`src/eppa_pkg.sv`:
```
// Shared types, constants and the microprogram for the projective point unit.
// No dependencies; used by eppa_alu, eppa_ram users and the top level.
package eppa_pkg;

	localparam int RF_DEPTH = 32;
	localparam int RF_AW    = 5;
	localparam int PC_W     = 7;
	localparam int CFG_IDX_W = 1;

	localparam logic [CFG_IDX_W-1:0] REG_CURVE_A = 1'd0;
	localparam logic [CFG_IDX_W-1:0] REG_MODULUS = 1'd1;

	localparam logic [1:0] OP_ADD = 2'd0;
	localparam logic [1:0] OP_DBL = 2'd1;
	localparam logic [1:0] OP_MUL = 2'd2;

	typedef enum logic [2:0] {
		ST_IDLE, ST_FETCH, ST_EXEC, ST_WAIT, ST_OUT
	} state_t;

	typedef enum logic [1:0] {
		FU_ADD, FU_SUB, FU_MUL, FU_MOD
	} fu_op_t;

	typedef struct packed {
		logic   start;
		fu_op_t op;
	} fu_req_t;

	typedef enum logic [4:0] {
		U_ADD, U_SUB, U_MUL, U_MOD, U_MOV, U_EQ, U_EQCLR, U_LDI, U_OUT,
		U_BR, U_JMP, U_CALL, U_RET, U_SHR, U_LDREM, U_ERR, U_DONE
	} uop_t;

	typedef enum logic [2:0] {
		C_OP_ADD, C_OP_DBL, C_OP_MUL, C_SC_ZERO, C_REM_ODD, C_REM_EVEN, C_REM_ZERO, C_EQ
	} cond_t;

	typedef enum logic [2:0] {
		SRC_FX, SRC_FY, SRC_FZ, SRC_SX, SRC_SY, SRC_SZ, SRC_CA, SRC_THREE
	} src_t;

	typedef struct packed {
		uop_t             kind;
		logic [RF_AW-1:0] dst;
		logic [RF_AW-1:0] sa;
		logic [RF_AW-1:0] sb;
		cond_t            cond;
		src_t             src;
		logic [PC_W-1:0]  tgt;
	} instr_t;

	// register file map: running sum, running double, result, scratch
	localparam logic [RF_AW-1:0] R_A0 = 5'd0, R_A1 = 5'd1, R_A2 = 5'd2;
	localparam logic [RF_AW-1:0] R_D0 = 5'd3, R_D1 = 5'd4, R_D2 = 5'd5;
	localparam logic [RF_AW-1:0] R_O0 = 5'd6, R_O1 = 5'd7, R_O2 = 5'd8;
	localparam logic [RF_AW-1:0] T0 = 5'd9, T1 = 5'd10, T2 = 5'd11, T3 = 5'd12;
	localparam logic [RF_AW-1:0] T4 = 5'd13, T5 = 5'd14, T6 = 5'd15, T7 = 5'd16;
	localparam logic [RF_AW-1:0] T8 = 5'd17, T9 = 5'd18, T10 = 5'd19, T11 = 5'd20;
	localparam logic [RF_AW-1:0] T12 = 5'd21, T13 = 5'd22, T14 = 5'd23, T15 = 5'd24;
	localparam logic [RF_AW-1:0] T16 = 5'd25, T17 = 5'd26;

	// program labels
	localparam logic [PC_W-1:0] L_ERR  = 7'd3;
	localparam logic [PC_W-1:0] L_ADD  = 7'd4;
	localparam logic [PC_W-1:0] L_DBL  = 7'd12;
	localparam logic [PC_W-1:0] L_MUL  = 7'd17;
	localparam logic [PC_W-1:0] L_LP1  = 7'd22;
	localparam logic [PC_W-1:0] L_X1   = 7'd29;
	localparam logic [PC_W-1:0] L_LP2  = 7'd37;
	localparam logic [PC_W-1:0] L_SKIP = 7'd43;
	localparam logic [PC_W-1:0] L_FIN  = 7'd49;
	localparam logic [PC_W-1:0] L_OUT  = 7'd52;
	localparam logic [PC_W-1:0] L_DBLR = 7'd56;
	localparam logic [PC_W-1:0] L_ADDR = 7'd87;

	function automatic instr_t mk(uop_t k, logic [RF_AW-1:0] d, logic [RF_AW-1:0] a,
			logic [RF_AW-1:0] b, cond_t c, src_t s, logic [PC_W-1:0] t);
		instr_t i;
		i.kind = k; i.dst = d; i.sa = a; i.sb = b; i.cond = c; i.src = s; i.tgt = t;
		return i;
	endfunction

	function automatic instr_t alu(uop_t k, logic [RF_AW-1:0] d, logic [RF_AW-1:0] a,
			logic [RF_AW-1:0] b);
		return mk(k, d, a, b, C_EQ, SRC_FX, '0);
	endfunction

	function automatic instr_t ctl(uop_t k, cond_t c, logic [PC_W-1:0] t);
		return mk(k, '0, '0, '0, c, SRC_FX, t);
	endfunction

	function automatic instr_t ldi(logic [RF_AW-1:0] d, src_t s);
		return mk(U_LDI, d, '0, '0, C_EQ, s, '0);
	endfunction

	// microprogram
	function automatic instr_t rom(logic [PC_W-1:0] pc);
		instr_t i;
		i = ctl(U_ERR, C_EQ, '0);
		case (pc)
			7'd0:   i = ctl(U_BR, C_OP_ADD, L_ADD);
			7'd1:   i = ctl(U_BR, C_OP_DBL, L_DBL);
			7'd2:   i = ctl(U_BR, C_OP_MUL, L_MUL);
			7'd3:   i = ctl(U_ERR, C_EQ, '0);
			// add two points
			7'd4:   i = ldi(R_A0, SRC_FX);
			7'd5:   i = ldi(R_A1, SRC_FY);
			7'd6:   i = ldi(R_A2, SRC_FZ);
			7'd7:   i = ldi(R_D0, SRC_SX);
			7'd8:   i = ldi(R_D1, SRC_SY);
			7'd9:   i = ldi(R_D2, SRC_SZ);
			7'd10:  i = ctl(U_CALL, C_EQ, L_ADDR);
			7'd11:  i = ctl(U_JMP, C_EQ, L_OUT);
			// double one point
			7'd12:  i = ldi(R_D0, SRC_FX);
			7'd13:  i = ldi(R_D1, SRC_FY);
			7'd14:  i = ldi(R_D2, SRC_FZ);
			7'd15:  i = ctl(U_CALL, C_EQ, L_DBLR);
			7'd16:  i = ctl(U_JMP, C_EQ, L_OUT);
			// scalar multiply
			7'd17:  i = ctl(U_BR, C_SC_ZERO, L_ERR);
			7'd18:  i = ldi(R_D0, SRC_FX);
			7'd19:  i = ldi(R_D1, SRC_FY);
			7'd20:  i = ldi(R_D2, SRC_FZ);
			7'd21:  i = ctl(U_LDREM, C_EQ, '0);
			7'd22:  i = ctl(U_BR, C_REM_ODD, L_X1);
			7'd23:  i = ctl(U_CALL, C_EQ, L_DBLR);
			7'd24:  i = alu(U_MOV, R_D0, R_O0, '0);
			7'd25:  i = alu(U_MOV, R_D1, R_O1, '0);
			7'd26:  i = alu(U_MOV, R_D2, R_O2, '0);
			7'd27:  i = ctl(U_SHR, C_EQ, '0);
			7'd28:  i = ctl(U_JMP, C_EQ, L_LP1);
			7'd29:  i = alu(U_MOV, R_A0, R_D0, '0);
			7'd30:  i = alu(U_MOV, R_A1, R_D1, '0);
			7'd31:  i = alu(U_MOV, R_A2, R_D2, '0);
			7'd32:  i = ctl(U_CALL, C_EQ, L_DBLR);
			7'd33:  i = alu(U_MOV, R_D0, R_O0, '0);
			7'd34:  i = alu(U_MOV, R_D1, R_O1, '0);
			7'd35:  i = alu(U_MOV, R_D2, R_O2, '0);
			7'd36:  i = ctl(U_SHR, C_EQ, '0);
			7'd37:  i = ctl(U_BR, C_REM_ZERO, L_FIN);
			7'd38:  i = ctl(U_BR, C_REM_EVEN, L_SKIP);
			7'd39:  i = ctl(U_CALL, C_EQ, L_ADDR);
			7'd40:  i = alu(U_MOV, R_A0, R_O0, '0);
			7'd41:  i = alu(U_MOV, R_A1, R_O1, '0);
			7'd42:  i = alu(U_MOV, R_A2, R_O2, '0);
			7'd43:  i = ctl(U_CALL, C_EQ, L_DBLR);
			7'd44:  i = alu(U_MOV, R_D0, R_O0, '0);
			7'd45:  i = alu(U_MOV, R_D1, R_O1, '0);
			7'd46:  i = alu(U_MOV, R_D2, R_O2, '0);
			7'd47:  i = ctl(U_SHR, C_EQ, '0);
			7'd48:  i = ctl(U_JMP, C_EQ, L_LP2);
			7'd49:  i = alu(U_MOD, R_O0, R_A0, '0);
			7'd50:  i = alu(U_MOD, R_O1, R_A1, '0);
			7'd51:  i = alu(U_MOD, R_O2, R_A2, '0);
			// present result
			7'd52:  i = alu(U_OUT, 5'd0, R_O0, '0);
			7'd53:  i = alu(U_OUT, 5'd1, R_O1, '0);
			7'd54:  i = alu(U_OUT, 5'd2, R_O2, '0);
			7'd55:  i = ctl(U_DONE, C_EQ, '0);
			// double the running double into the result slots
			7'd56:  i = alu(U_MOD, T0, R_D0, '0);
			7'd57:  i = alu(U_MOD, T1, R_D1, '0);
			7'd58:  i = alu(U_MOD, T2, R_D2, '0);
			7'd59:  i = ldi(T3, SRC_CA);
			7'd60:  i = alu(U_MOD, T3, T3, '0);
			7'd61:  i = ldi(T4, SRC_THREE);
			7'd62:  i = alu(U_MOD, T4, T4, '0);
			7'd63:  i = alu(U_MUL, T5, T0, T0);
			7'd64:  i = alu(U_MUL, T6, T2, T2);
			7'd65:  i = alu(U_MUL, T7, T3, T6);
			7'd66:  i = alu(U_MUL, T8, T5, T4);
			7'd67:  i = alu(U_ADD, T7, T7, T8);
			7'd68:  i = alu(U_MUL, T8, T1, T2);
			7'd69:  i = alu(U_ADD, T8, T8, T8);
			7'd70:  i = alu(U_MUL, T9, T8, T8);
			7'd71:  i = alu(U_MUL, R_O2, T8, T9);
			7'd72:  i = alu(U_MUL, T10, T1, T8);
			7'd73:  i = alu(U_MUL, T11, T10, T10);
			7'd74:  i = alu(U_ADD, T12, T10, T0);
			7'd75:  i = alu(U_MUL, T12, T12, T12);
			7'd76:  i = alu(U_SUB, T12, T12, T5);
			7'd77:  i = alu(U_SUB, T12, T12, T11);
			7'd78:  i = alu(U_MUL, T13, T7, T7);
			7'd79:  i = alu(U_ADD, T14, T12, T12);
			7'd80:  i = alu(U_SUB, T13, T13, T14);
			7'd81:  i = alu(U_MUL, R_O0, T13, T8);
			7'd82:  i = alu(U_SUB, T14, T12, T13);
			7'd83:  i = alu(U_MUL, T14, T14, T7);
			7'd84:  i = alu(U_ADD, T15, T11, T11);
			7'd85:  i = alu(U_SUB, R_O1, T14, T15);
			7'd86:  i = ctl(U_RET, C_EQ, '0);
			// add running sum and running double into the result slots; equal points are doubled instead
			7'd87:  i = ctl(U_EQCLR, C_EQ, '0);
			7'd88:  i = alu(U_EQ, '0, R_A0, R_D0);
			7'd89:  i = alu(U_EQ, '0, R_A1, R_D1);
			7'd90:  i = alu(U_EQ, '0, R_A2, R_D2);
			7'd91:  i = ctl(U_BR, C_EQ, L_DBLR);
			7'd92:  i = alu(U_MOD, T0, R_A0, '0);
			7'd93:  i = alu(U_MOD, T1, R_A1, '0);
			7'd94:  i = alu(U_MOD, T2, R_A2, '0);
			7'd95:  i = alu(U_MOD, T3, R_D0, '0);
			7'd96:  i = alu(U_MOD, T4, R_D1, '0);
			7'd97:  i = alu(U_MOD, T5, R_D2, '0);
			7'd98:  i = alu(U_MUL, T6, T0, T5);
			7'd99:  i = alu(U_MUL, T7, T1, T5);
			7'd100: i = alu(U_MUL, T8, T2, T5);
			7'd101: i = alu(U_MUL, T9, T2, T4);
			7'd102: i = alu(U_SUB, T9, T9, T7);
			7'd103: i = alu(U_MUL, T10, T9, T9);
			7'd104: i = alu(U_MUL, T11, T2, T3);
			7'd105: i = alu(U_SUB, T11, T11, T6);
			7'd106: i = alu(U_MUL, T12, T11, T11);
			7'd107: i = alu(U_MUL, T13, T12, T11);
			7'd108: i = alu(U_MUL, T14, T12, T6);
			7'd109: i = alu(U_MUL, T15, T10, T8);
			7'd110: i = alu(U_SUB, T15, T15, T13);
			7'd111: i = alu(U_ADD, T16, T14, T14);
			7'd112: i = alu(U_SUB, T15, T15, T16);
			7'd113: i = alu(U_MUL, R_O0, T15, T11);
			7'd114: i = alu(U_SUB, T16, T14, T15);
			7'd115: i = alu(U_MUL, T16, T16, T9);
			7'd116: i = alu(U_MUL, T17, T13, T7);
			7'd117: i = alu(U_SUB, R_O1, T16, T17);
			7'd118: i = alu(U_MUL, R_O2, T13, T8);
			7'd119: i = ctl(U_RET, C_EQ, '0);
			default: i = ctl(U_ERR, C_EQ, '0);
		endcase
		return i;
	endfunction

endpackage

```
`src/eppa_alu.sv`:
```
// Shared modular arithmetic unit: add, subtract, bit-serial multiply and reduce.
// Depends on eppa_pkg for the request struct.
module eppa_alu import eppa_pkg::*; #(
	parameter int W = 64
) (
	input  logic         clk,
	input  logic         arst_n,
	input  fu_req_t      req,
	input  logic [W-1:0] a,
	input  logic [W-1:0] b,
	input  logic [W-1:0] m,
	output logic         done,
	output logic [W-1:0] result
);

	localparam int CW = $clog2(W);

	fu_op_t          op_q;
	logic [W-1:0]    a_q, b_q, acc_q;
	logic [CW-1:0]   cnt_q;
	logic            half_q, busy_q, done_q;
	logic            last;
	logic [W:0]      rem2;

	function automatic logic [W-1:0] addm(logic [W-1:0] x, logic [W-1:0] y, logic [W-1:0] md);
		logic [W:0] s;
		s = {1'b0, x} + {1'b0, y};
		if (s >= {1'b0, md}) begin
			s = s - {1'b0, md};
		end
		return s[W-1:0];
	endfunction

	function automatic logic [W-1:0] subm(logic [W-1:0] x, logic [W-1:0] y, logic [W-1:0] md);
		return (x >= y) ? x - y : x + (md - y);
	endfunction

	assign last   = (cnt_q == '0);
	assign done   = done_q;
	assign result = acc_q;

	// one restoring division step for the reduction
	always_comb begin
		rem2 = {acc_q, a_q[W-1]};
		if (rem2 >= {1'b0, m}) begin
			rem2 = rem2 - {1'b0, m};
		end
	end

	// latch operands on start; add and subtract then finish directly, multiply and reduce iterate until the count runs out
	always_ff @(posedge clk or negedge arst_n) begin
		if (!arst_n) begin
			op_q   <= FU_ADD;
			a_q    <= '0;
			b_q    <= '0;
			acc_q  <= '0;
			cnt_q  <= '0;
			half_q <= 1'b0;
			busy_q <= 1'b0;
			done_q <= 1'b0;
		end else if (req.start) begin
			op_q   <= req.op;
			a_q    <= a;
			b_q    <= b;
			acc_q  <= '0;
			cnt_q  <= CW'(W - 1);
			half_q <= 1'b0;
			busy_q <= 1'b1;
			done_q <= 1'b0;
		end else if (busy_q) begin
			unique case (op_q)
				FU_ADD: begin
					acc_q  <= addm(a_q, b_q, m);
					busy_q <= 1'b0;
					done_q <= 1'b1;
				end
				FU_SUB: begin
					acc_q  <= subm(a_q, b_q, m);
					busy_q <= 1'b0;
					done_q <= 1'b1;
				end
				FU_MUL: begin
					if (!half_q && b_q[W-1]) begin
						acc_q  <= addm(acc_q, acc_q, m);
						half_q <= 1'b1;
					end else begin
						acc_q  <= half_q ? addm(acc_q, a_q, m) : addm(acc_q, acc_q, m);
						half_q <= 1'b0;
						b_q    <= b_q << 1;
						cnt_q  <= cnt_q - 1'b1;
						if (last) begin
							busy_q <= 1'b0;
							done_q <= 1'b1;
						end
					end
				end
				FU_MOD: begin
					acc_q <= rem2[W-1:0];
					a_q   <= a_q << 1;
					cnt_q <= cnt_q - 1'b1;
					if (last) begin
						busy_q <= 1'b0;
						done_q <= 1'b1;
					end
				end
				default: begin
					busy_q <= 1'b0;
					done_q <= 1'b1;
				end
			endcase
		end else begin
			done_q <= 1'b0;
		end
	end

endmodule

```
`config.mk`:
```
export PLATFORM = sky130hd
export DESIGN_NAME = eppa_alu
export DESIGN_NICKNAME = d
export VERILOG_FILES = /design/src/eppa_pkg.sv /design/src/eppa_alu.sv
export SDC_FILE = /design/constraint.sdc
export NUM_CORES = 2
export LEC_CHECK = 0
export BUFFER_PORTS_ARGS = -buffer_cell sky130_fd_sc_hd__buf_4
export CORE_UTILIZATION = 55
export DETAILED_ROUTE_END_ITERATION = 12
export HOLD_SLACK_MARGIN = 0.03
export PLACE_DENSITY = 0.76
export SYNTH_ARGS = -nofsm -noshare
export SYNTH_HDL_FRONTEND = slang
export SYNTH_SLANG_ARGS = --single-unit
```
`constraint.sdc`:
```
create_clock -name clk -period 6.4 [get_ports clk]
set_input_delay 0.32 -clock clk [delete_from_list [all_inputs] [get_ports clk]]
set_output_delay 0.32 -clock clk [all_outputs]
set_load 0.005 [all_outputs]
```
Word-level counts from Yosys, hierarchy flattened:

Index checks and enable logic that the tools add are counted.

* add/sub/neg operators: 11
* multipliers: 0
* div/mod/pow operators: 0
* magnitude comparators: 5
* eq/ne operators: 6
* shifts and indexed selects: 0
* mux-type cells: 35
* bitwise gates (word level): 0
* reductions and logical operators: 13

Operators by type and width (count)
* two-way mux 64 bit: 16
* subtractor 64 bit: 6
* greater-or-equal comparator 65 x 64 -> 1 bit: 4
* case mux 64 bit (4 select lines): 1
* adder 64 x 64 -> 65 bit: 3
* adder 64 bit: 1
* greater-or-equal comparator 64 bit: 1
* two-way mux 6 bit: 3
* two-way mux 1 bit: 12
* case mux 6 bit (2 select lines): 1
* zero test 6 bit: 1
* case mux 1 bit (3 select lines): 2
* AND reduction 3 bit: 2
* nonzero test 2 bit: 3
* subtractor 6 x 1 -> 6 bit (second input constant): 1
* equality test 2 bit (second input constant): 2
* inequality test 4 bit (second input constant): 1
* AND reduction 2 bit: 2
* inequality test 3 bit (second input constant): 1
* nonzero test 3 bit: 1
* equality test 2 x 1 -> 1 bit (second input constant): 1
* zero test 2 bit: 1
* inequality test 2 bit (second input constant): 1
* OR reduction 2 bit: 1
* other kinds (2): 2

* flip-flop bits (word level): 203
* latch bits: 0
* RAM bits: 0
* memory bits (read-only): 0
* bits of input ports: 197
* output and inout port bits: 65
* word-level logic and storage cells: 78
* memories kept: 0

Depth between registers and ports, before layout:

* depth after elaboration: 8
* mapped depth: 30
* depth with buffers taken out: 25

Worst setup path after synthesis:

No wires, ideal clock.

* kind: register to register
* start point: reg a_q[0]
* end point: reg acc_q[43] (netlist: result[43])
* data arrival time: 5.561 ns
* path slack: 0.717 ns
* stages on the path, launching flop included: 28
* buffers on the path: 4
* period minus slack after synthesis: 5.683 ns
* cells stage by stage: dfrtp_1 ha_1 fa_1 nor2b_1 o211ai_1 a21oi_1 o21ai_0 o211ai_1 a311o_1 a21oi_1 o21ai_0 xnor2_1 ha_1 clkbuf_1 nand4_1 nor3_1 nand4_1 or2_2 nor4_1 a2111oi_0 o31a_1 o211a_1 buf_2 buf_2 buf_2 a21oi_1 o21ai_0 a32o_1

* cells in the longest elaborated chain, start to end: 8
* elaborated cells between the ends (all ways): 17
* those cells by class: add/sub: 6; order compare: 3; mux: 8

RTL lines
* start, declared: line eppa_alu.sv:19 `logic [W-1:0] a_q, b_q, acc_q;`
* start signal, assigned: line eppa_alu.sv:99 `a_q <= a_q << 1;`
* adder 64 x 64 -> 65 bit: line eppa_alu.sv:27 `s = {1'b0, x} + {1'b0, y};`
* subtractor 64 bit or greater-or-equal comparator 65 x 64 -> 1 bit (tied branches): line eppa_alu.sv:29, eppa_alu.sv:28
* two-way mux 64 bit: line eppa_alu.sv:28 `if (s >= {1'b0, md}) begin`
* two-way mux 64 bit: line eppa_alu.sv:87 `acc_q <= half_q ? addm(acc_q, a_q, m) : addm(acc_q, acc_q, m);`
* two-way mux 64 bit: line eppa_alu.sv:83 `if (!half_q && b_q[W-1]) begin`
* case mux 64 bit (4 select lines) (*): line eppa_alu.sv:71 `unique case (op_q)`
* two-way mux 64 bit (*): line eppa_alu.sv:70 `end else if (busy_q) begin`
* two-way mux 64 bit (*): line eppa_alu.sv:61 `end else if (req.start) begin`
* end signal, assigned: line eppa_alu.sv:73 `acc_q <= addm(a_q, b_q, m);`
* end signal, assigned: line eppa_alu.sv:84 `acc_q <= addm(acc_q, acc_q, m);`
* end signal, assigned: line eppa_alu.sv:87
* end, declared: line eppa_alu.sv:19

Mark *: on every way between the ends. The rest lies on a longest branch, timed or not. The select of a mux whose other input is x is not followed.
A chain may end at the register's enable or synchronous reset.

Final worst setup path:

* start point: reg a_q[11]
* end point: reg acc_q[42] (netlist: result[42])

The elaborated chain is that of the path after synthesis.

==> impl_summary.log <==
INFO  metric average_footprint_of_a_synthesized_cell = 6.96 um2
INFO  metric crit_fanout = 9
INFO  metric syn_to_final_growth = 19.6%
INFO  metric power_per_cell_area = 423 mW/mm2
INFO  metric io_buffer_count = about 260
INFO  metric leak = 0.0239 uW
INFO  metric postRouteAntennaNets = 0
INFO  metric final_cycle_utilization_of_the_critical_path = 0.999
INFO  metric number_of_antenna_violations_at_the_first_check_in_global_routing = 12
INFO  metric final_slew_violations = 3
INFO  metric synth_common_cells = nand2_1 (716), a21oi_1 (693), o21ai_0 (543), nor2_1 (512)
INFO  metric startpoint_of_the_most_critical_register_to_register_path = a_q[11]$_DFFE_PN0P_
INFO  metric min_delay_worst_endpoint = a_q[0]$_DFFE_PN0P_
INFO  metric setup_total_negative_slack = 0 ps
INFO  metric layout.filler_cells = between 6k and 7k
INFO  metric power.switching_fraction = 0.582
INFO  metric synthArstFlopShare = 1.00
INFO  metric cts.reportedPaths.clkPinSlew = 70 ps
INFO  metric synth.yosys.warnings = 0
INFO  metric synth-seq-cells = 203
INFO  metric vias = ~55k
INFO  metric all_layer_gr_usage = 0.535
INFO  metric drc = 0
INFO  metric detailed_place_hpwl = 180000 um
INFO  metric final-hold-violation-count = 0
INFO  metric skew = ~22 ps
INFO  metric wl_per_cell = approximately 29 um
INFO  metric finalNetCount = between 7k and 8k
INFO  metric grt.overflow.total = 0
INFO  metric power_frac_comb = 0.838
INFO  metric failed_checks = max-capacitance violations, max-slew violations
INFO  metric power.internal = about 9300 uW
INFO  metric area_taken_by_flip_flops_and_latches = roughly 0.0051 mm2
INFO  metric crit_path_end_kind = flop
INFO  metric die_x = around 280 um
INFO  metric detailedRoute.firstIterationViolations = between 8k and 9k
INFO  metric core = roughly 0.079 mm2
INFO  metric synth_cell_type_count = a little over 100
INFO  metric global_route_wire_length_before_repair = about 320000 um
INFO  metric timing.reg2reg.worst_path_depth = 27
INFO  metric initial_utilization = 0.555
INFO  metric mappedNetlistNets = 7009
INFO  metric yosys-top-cells-area = ha_1 (13%), dfrtp_1 (12%), a21oi_1 (7.9%)
INFO  metric worst_slew_pin_slew = between 1500 and 2000 ps
INFO  metric die_h = about 280 um
INFO  metric synthMostInstantiatedCell = nand2_1
INFO  metric slew_headroom = -0.0140
INFO  metric finalWirelength = around 230000 um
INFO  metric timing.setup.critical_path_class = reg2reg
INFO  metric share_clk_of_total_power = 0.080
INFO  metric first_pass_iters = 10
INFO  metric syn_area = 0.0438 mm2
INFO  metric commonest_register_cell_after_synthesis = dfrtp_1
INFO  metric synth-edff-count = 0
INFO  metric worst_hold_path_type = in2reg
INFO  metric r2r_setup_slk = approximately 6.7 ps
INFO  metric netlist.top_cell.by_area = ha_1
INFO  metric fin_util = 0.664
INFO  metric maximum_number_of_pins_on_one_net_before_global_route_repair = 126
INFO  metric yosysTopAreaCellShare = 0.129
INFO  metric worst_ep_arrival_time = roughly 7000 ps
INFO  metric cts_sinks = around 200
INFO  metric cts_tree = done
INFO  metric worst_setup_path_start_kind = flop
INFO  metric setup-violations-final = 0
INFO  metric seq_power_share = 0.082
INFO  metric p_sw = around 13000 uW
INFO  metric critical_path.reg2reg.endpoint = result[42]$_DFFE_PN0P_
INFO  metric synthesis.instances = roughly 6.3k
INFO  metric min_delay_path_depth = 3
INFO  metric ioPinCount = 262
INFO  metric fmax = around 0.16 GHz
INFO  metric insertion_delay = approximately 640 ps
INFO  metric critical_path_required = around 6900 ps
INFO  metric synth_seq_area_share = 0.116
INFO  metric share_of_post_route_cells_with_drive_strength_above_1 = 0.147
INFO  metric die_area = 0.0807 mm2
INFO  metric drv_cap = 1
INFO  metric site_row_count = 103
INFO  metric hold_start = a[0]
INFO  metric grt_pass1_vias = a little over 50k
INFO  metric outcome = complete, but fails checks
INFO  metric max-vdd-ir-drop = between 300 and 400 uV
INFO  metric clockRootBuffer = clkbuf_16
INFO  metric cts_buffer_depth = 3
INFO  metric multi_input_comb_area = 0.0362 mm2
INFO  metric final_period_minus_worst_setup_slack = 6390 ps
INFO  metric gpl.final_weighted_congestion = 1.19
INFO  metric avgViaCountPerCell = ~7.0
INFO  metric tritoncts.num_buffers = 28
INFO  metric cts.htree.levels = 1
==> critical path: stages, from the launching register on <==
cell	delay, ps
dfrtp_1	500
buf_4	210
ha_1	460
inv_1	140
a21oi_1	190
nand3_1	200
o21ai_2	240
buf_4	140
o21a_1	200
nand3_2	130
a21oi_2	210
o21bai_1	90
a21oi_2	180
xnor2_2	110
ha_2	410
nand4_1	150
nor3_2	230
nand4_1	170
or2_2	370
nor4_4	310
a2111oi_2	90
o31a_1	120
buf_4	180
o211a_4	200
buf_4	200
o21ai_0	440
a221oi_2	160
a211oi_1	260
==> layout by cell type (no fill, tap or decap), types with 17 or more instances in the layout <==
cell and count:
buf_4 736, nand2_1 715, a21oi_1 679, o21ai_0 529, nor2_1 505, inv_1 450, ha_1 431, xnor2_1 311
dfrtp_1 193, a21o_1 164, xor2_1 161, nand4_1 145, mux2i_1 140, dlygate4sd3_1 127, o211ai_1 101, nand3_1 95
nor3_1 93, a211oi_1 90, o21bai_1 74, fa_1 68, a31oi_1 65, nand2b_1 63, nor2b_1 60, o21a_1 59
nor4_1 45, o31ai_1 45, or3_1 35, o221ai_1 28, clkbuf_16 28, and2_1 27, o21ai_1 25, or2_2 24
and3_1 24, a311oi_1 24, a21boi_0 23, a221oi_1 22, a211o_1 21, a221o_1 17
==> registers in the layout (all words and copies together) (netlist names) <==
name and cells:
result 64, cnt_q 6, op_q 2, done 1
busy_q 1, a_q 64, b_q 64, half_q 1
==> logic make-up (layout without fill, tap and decap cells) <==
logic type      count (synthesis)  in the layout  synth area share
fa+ha+maj                     520            520             0.161
simple gates                 1909           1909             0.199
mux                           144            144            0.0333
xor+xnor                      479            479            0.0959
flops                         203            203             0.116
buf+inv                       808           1385            0.0722
compound gates               2229           2230             0.323
other cells                     0              7                 0
==> through the flow <==
step | area (um2) | cells | total power (uW) | hold slack, ps | setup slack, ps
2_1_floorplan | 43800 | 6292 | 12700 | 24.4 | 717
3_3_place_gp | 49300 | 7717 | 18500 | 397 | -239
3_5_place_dp | 49300 | 7717 | 18600 | 403 | -302
4_1_cts | 51600 | 7901 | 20600 | 31.9 | 6.33
5_1_grt | 52300 | 7920 | 22900 | 66.1 | -95.0
6_report | 52300 | 7927 | 22100 | 57.5 | 6.68
==> what timing repair did <==
item / 4_1_cts / 5_1_grt
hold endpoints to repair: 219 / 0
buffers inserted: 5 / 18
setup endpoints to repair: 26 / 64
gates resized for setup: 14 / 127
hold buffers: 127 / 0
pin swaps: 4 / 55
gates cloned: 0 / 1
==> worst max path at each step <==
stage                                from                     end  cells after the start
floorplan              a_q[0]$_DFFE_PN0P_  result[43]$_DFFE_PN0P_                     27
global placement    result[4]$_DFFE_PN0P_  result[48]$_DFFE_PN0P_                     26
detailed placement     a_q[2]$_DFFE_PN0P_  result[48]$_DFFE_PN0P_                     27
CTS                    a_q[0]$_DFFE_PN0P_  result[20]$_DFFE_PN0P_                     28
global route           a_q[2]$_DFFE_PN0P_   result[1]$_DFFE_PN0P_                     28
finish                a_q[11]$_DFFE_PN0P_  result[42]$_DFFE_PN0P_                     27
==> power groups by stage <==
stage	combinational, uW	sequential [uW]	clock, uW
2_1_floorplan	10900	1770	0
3_3_place_gp	16700	1790	0
3_5_place_dp	16800	1800	0
4_1_cts	17100	1780	1740
5_1_grt	19300	1820	1790
6_report	18500	1820	1770
==> layer usage <==
| layer | up-vias | GRT usage | part of all wire |
|---|---|---|---|
| met5 | - | 0 | 0.00061 |
| met4 | 18 | 0.257 | 0.064 |
| met3 | 871 | 0.254 | 0.19 |
| met2 | 4702 | 0.729 | 0.38 |
| met1 | 25770 | 0.698 | 0.37 |
| li1 | 23856 | - | - |
==> layout make-up <==
| type | count | area share |
|---|---|---|
| clock buffer | 31 | 0.0142 |
| sequential | 203 | 0.0973 |
| antenna | 7 | 0.000335 |
| clock inverter | 21 | 0.00454 |
| multi-input combinational | 5282 | 0.692 |
| tap | 1050 | 0.0251 |
| timing repair buffer | 875 | 0.134 |
| inverter | 458 | 0.0328 |
No activity file was read; power rests on OpenSTA's default activity.
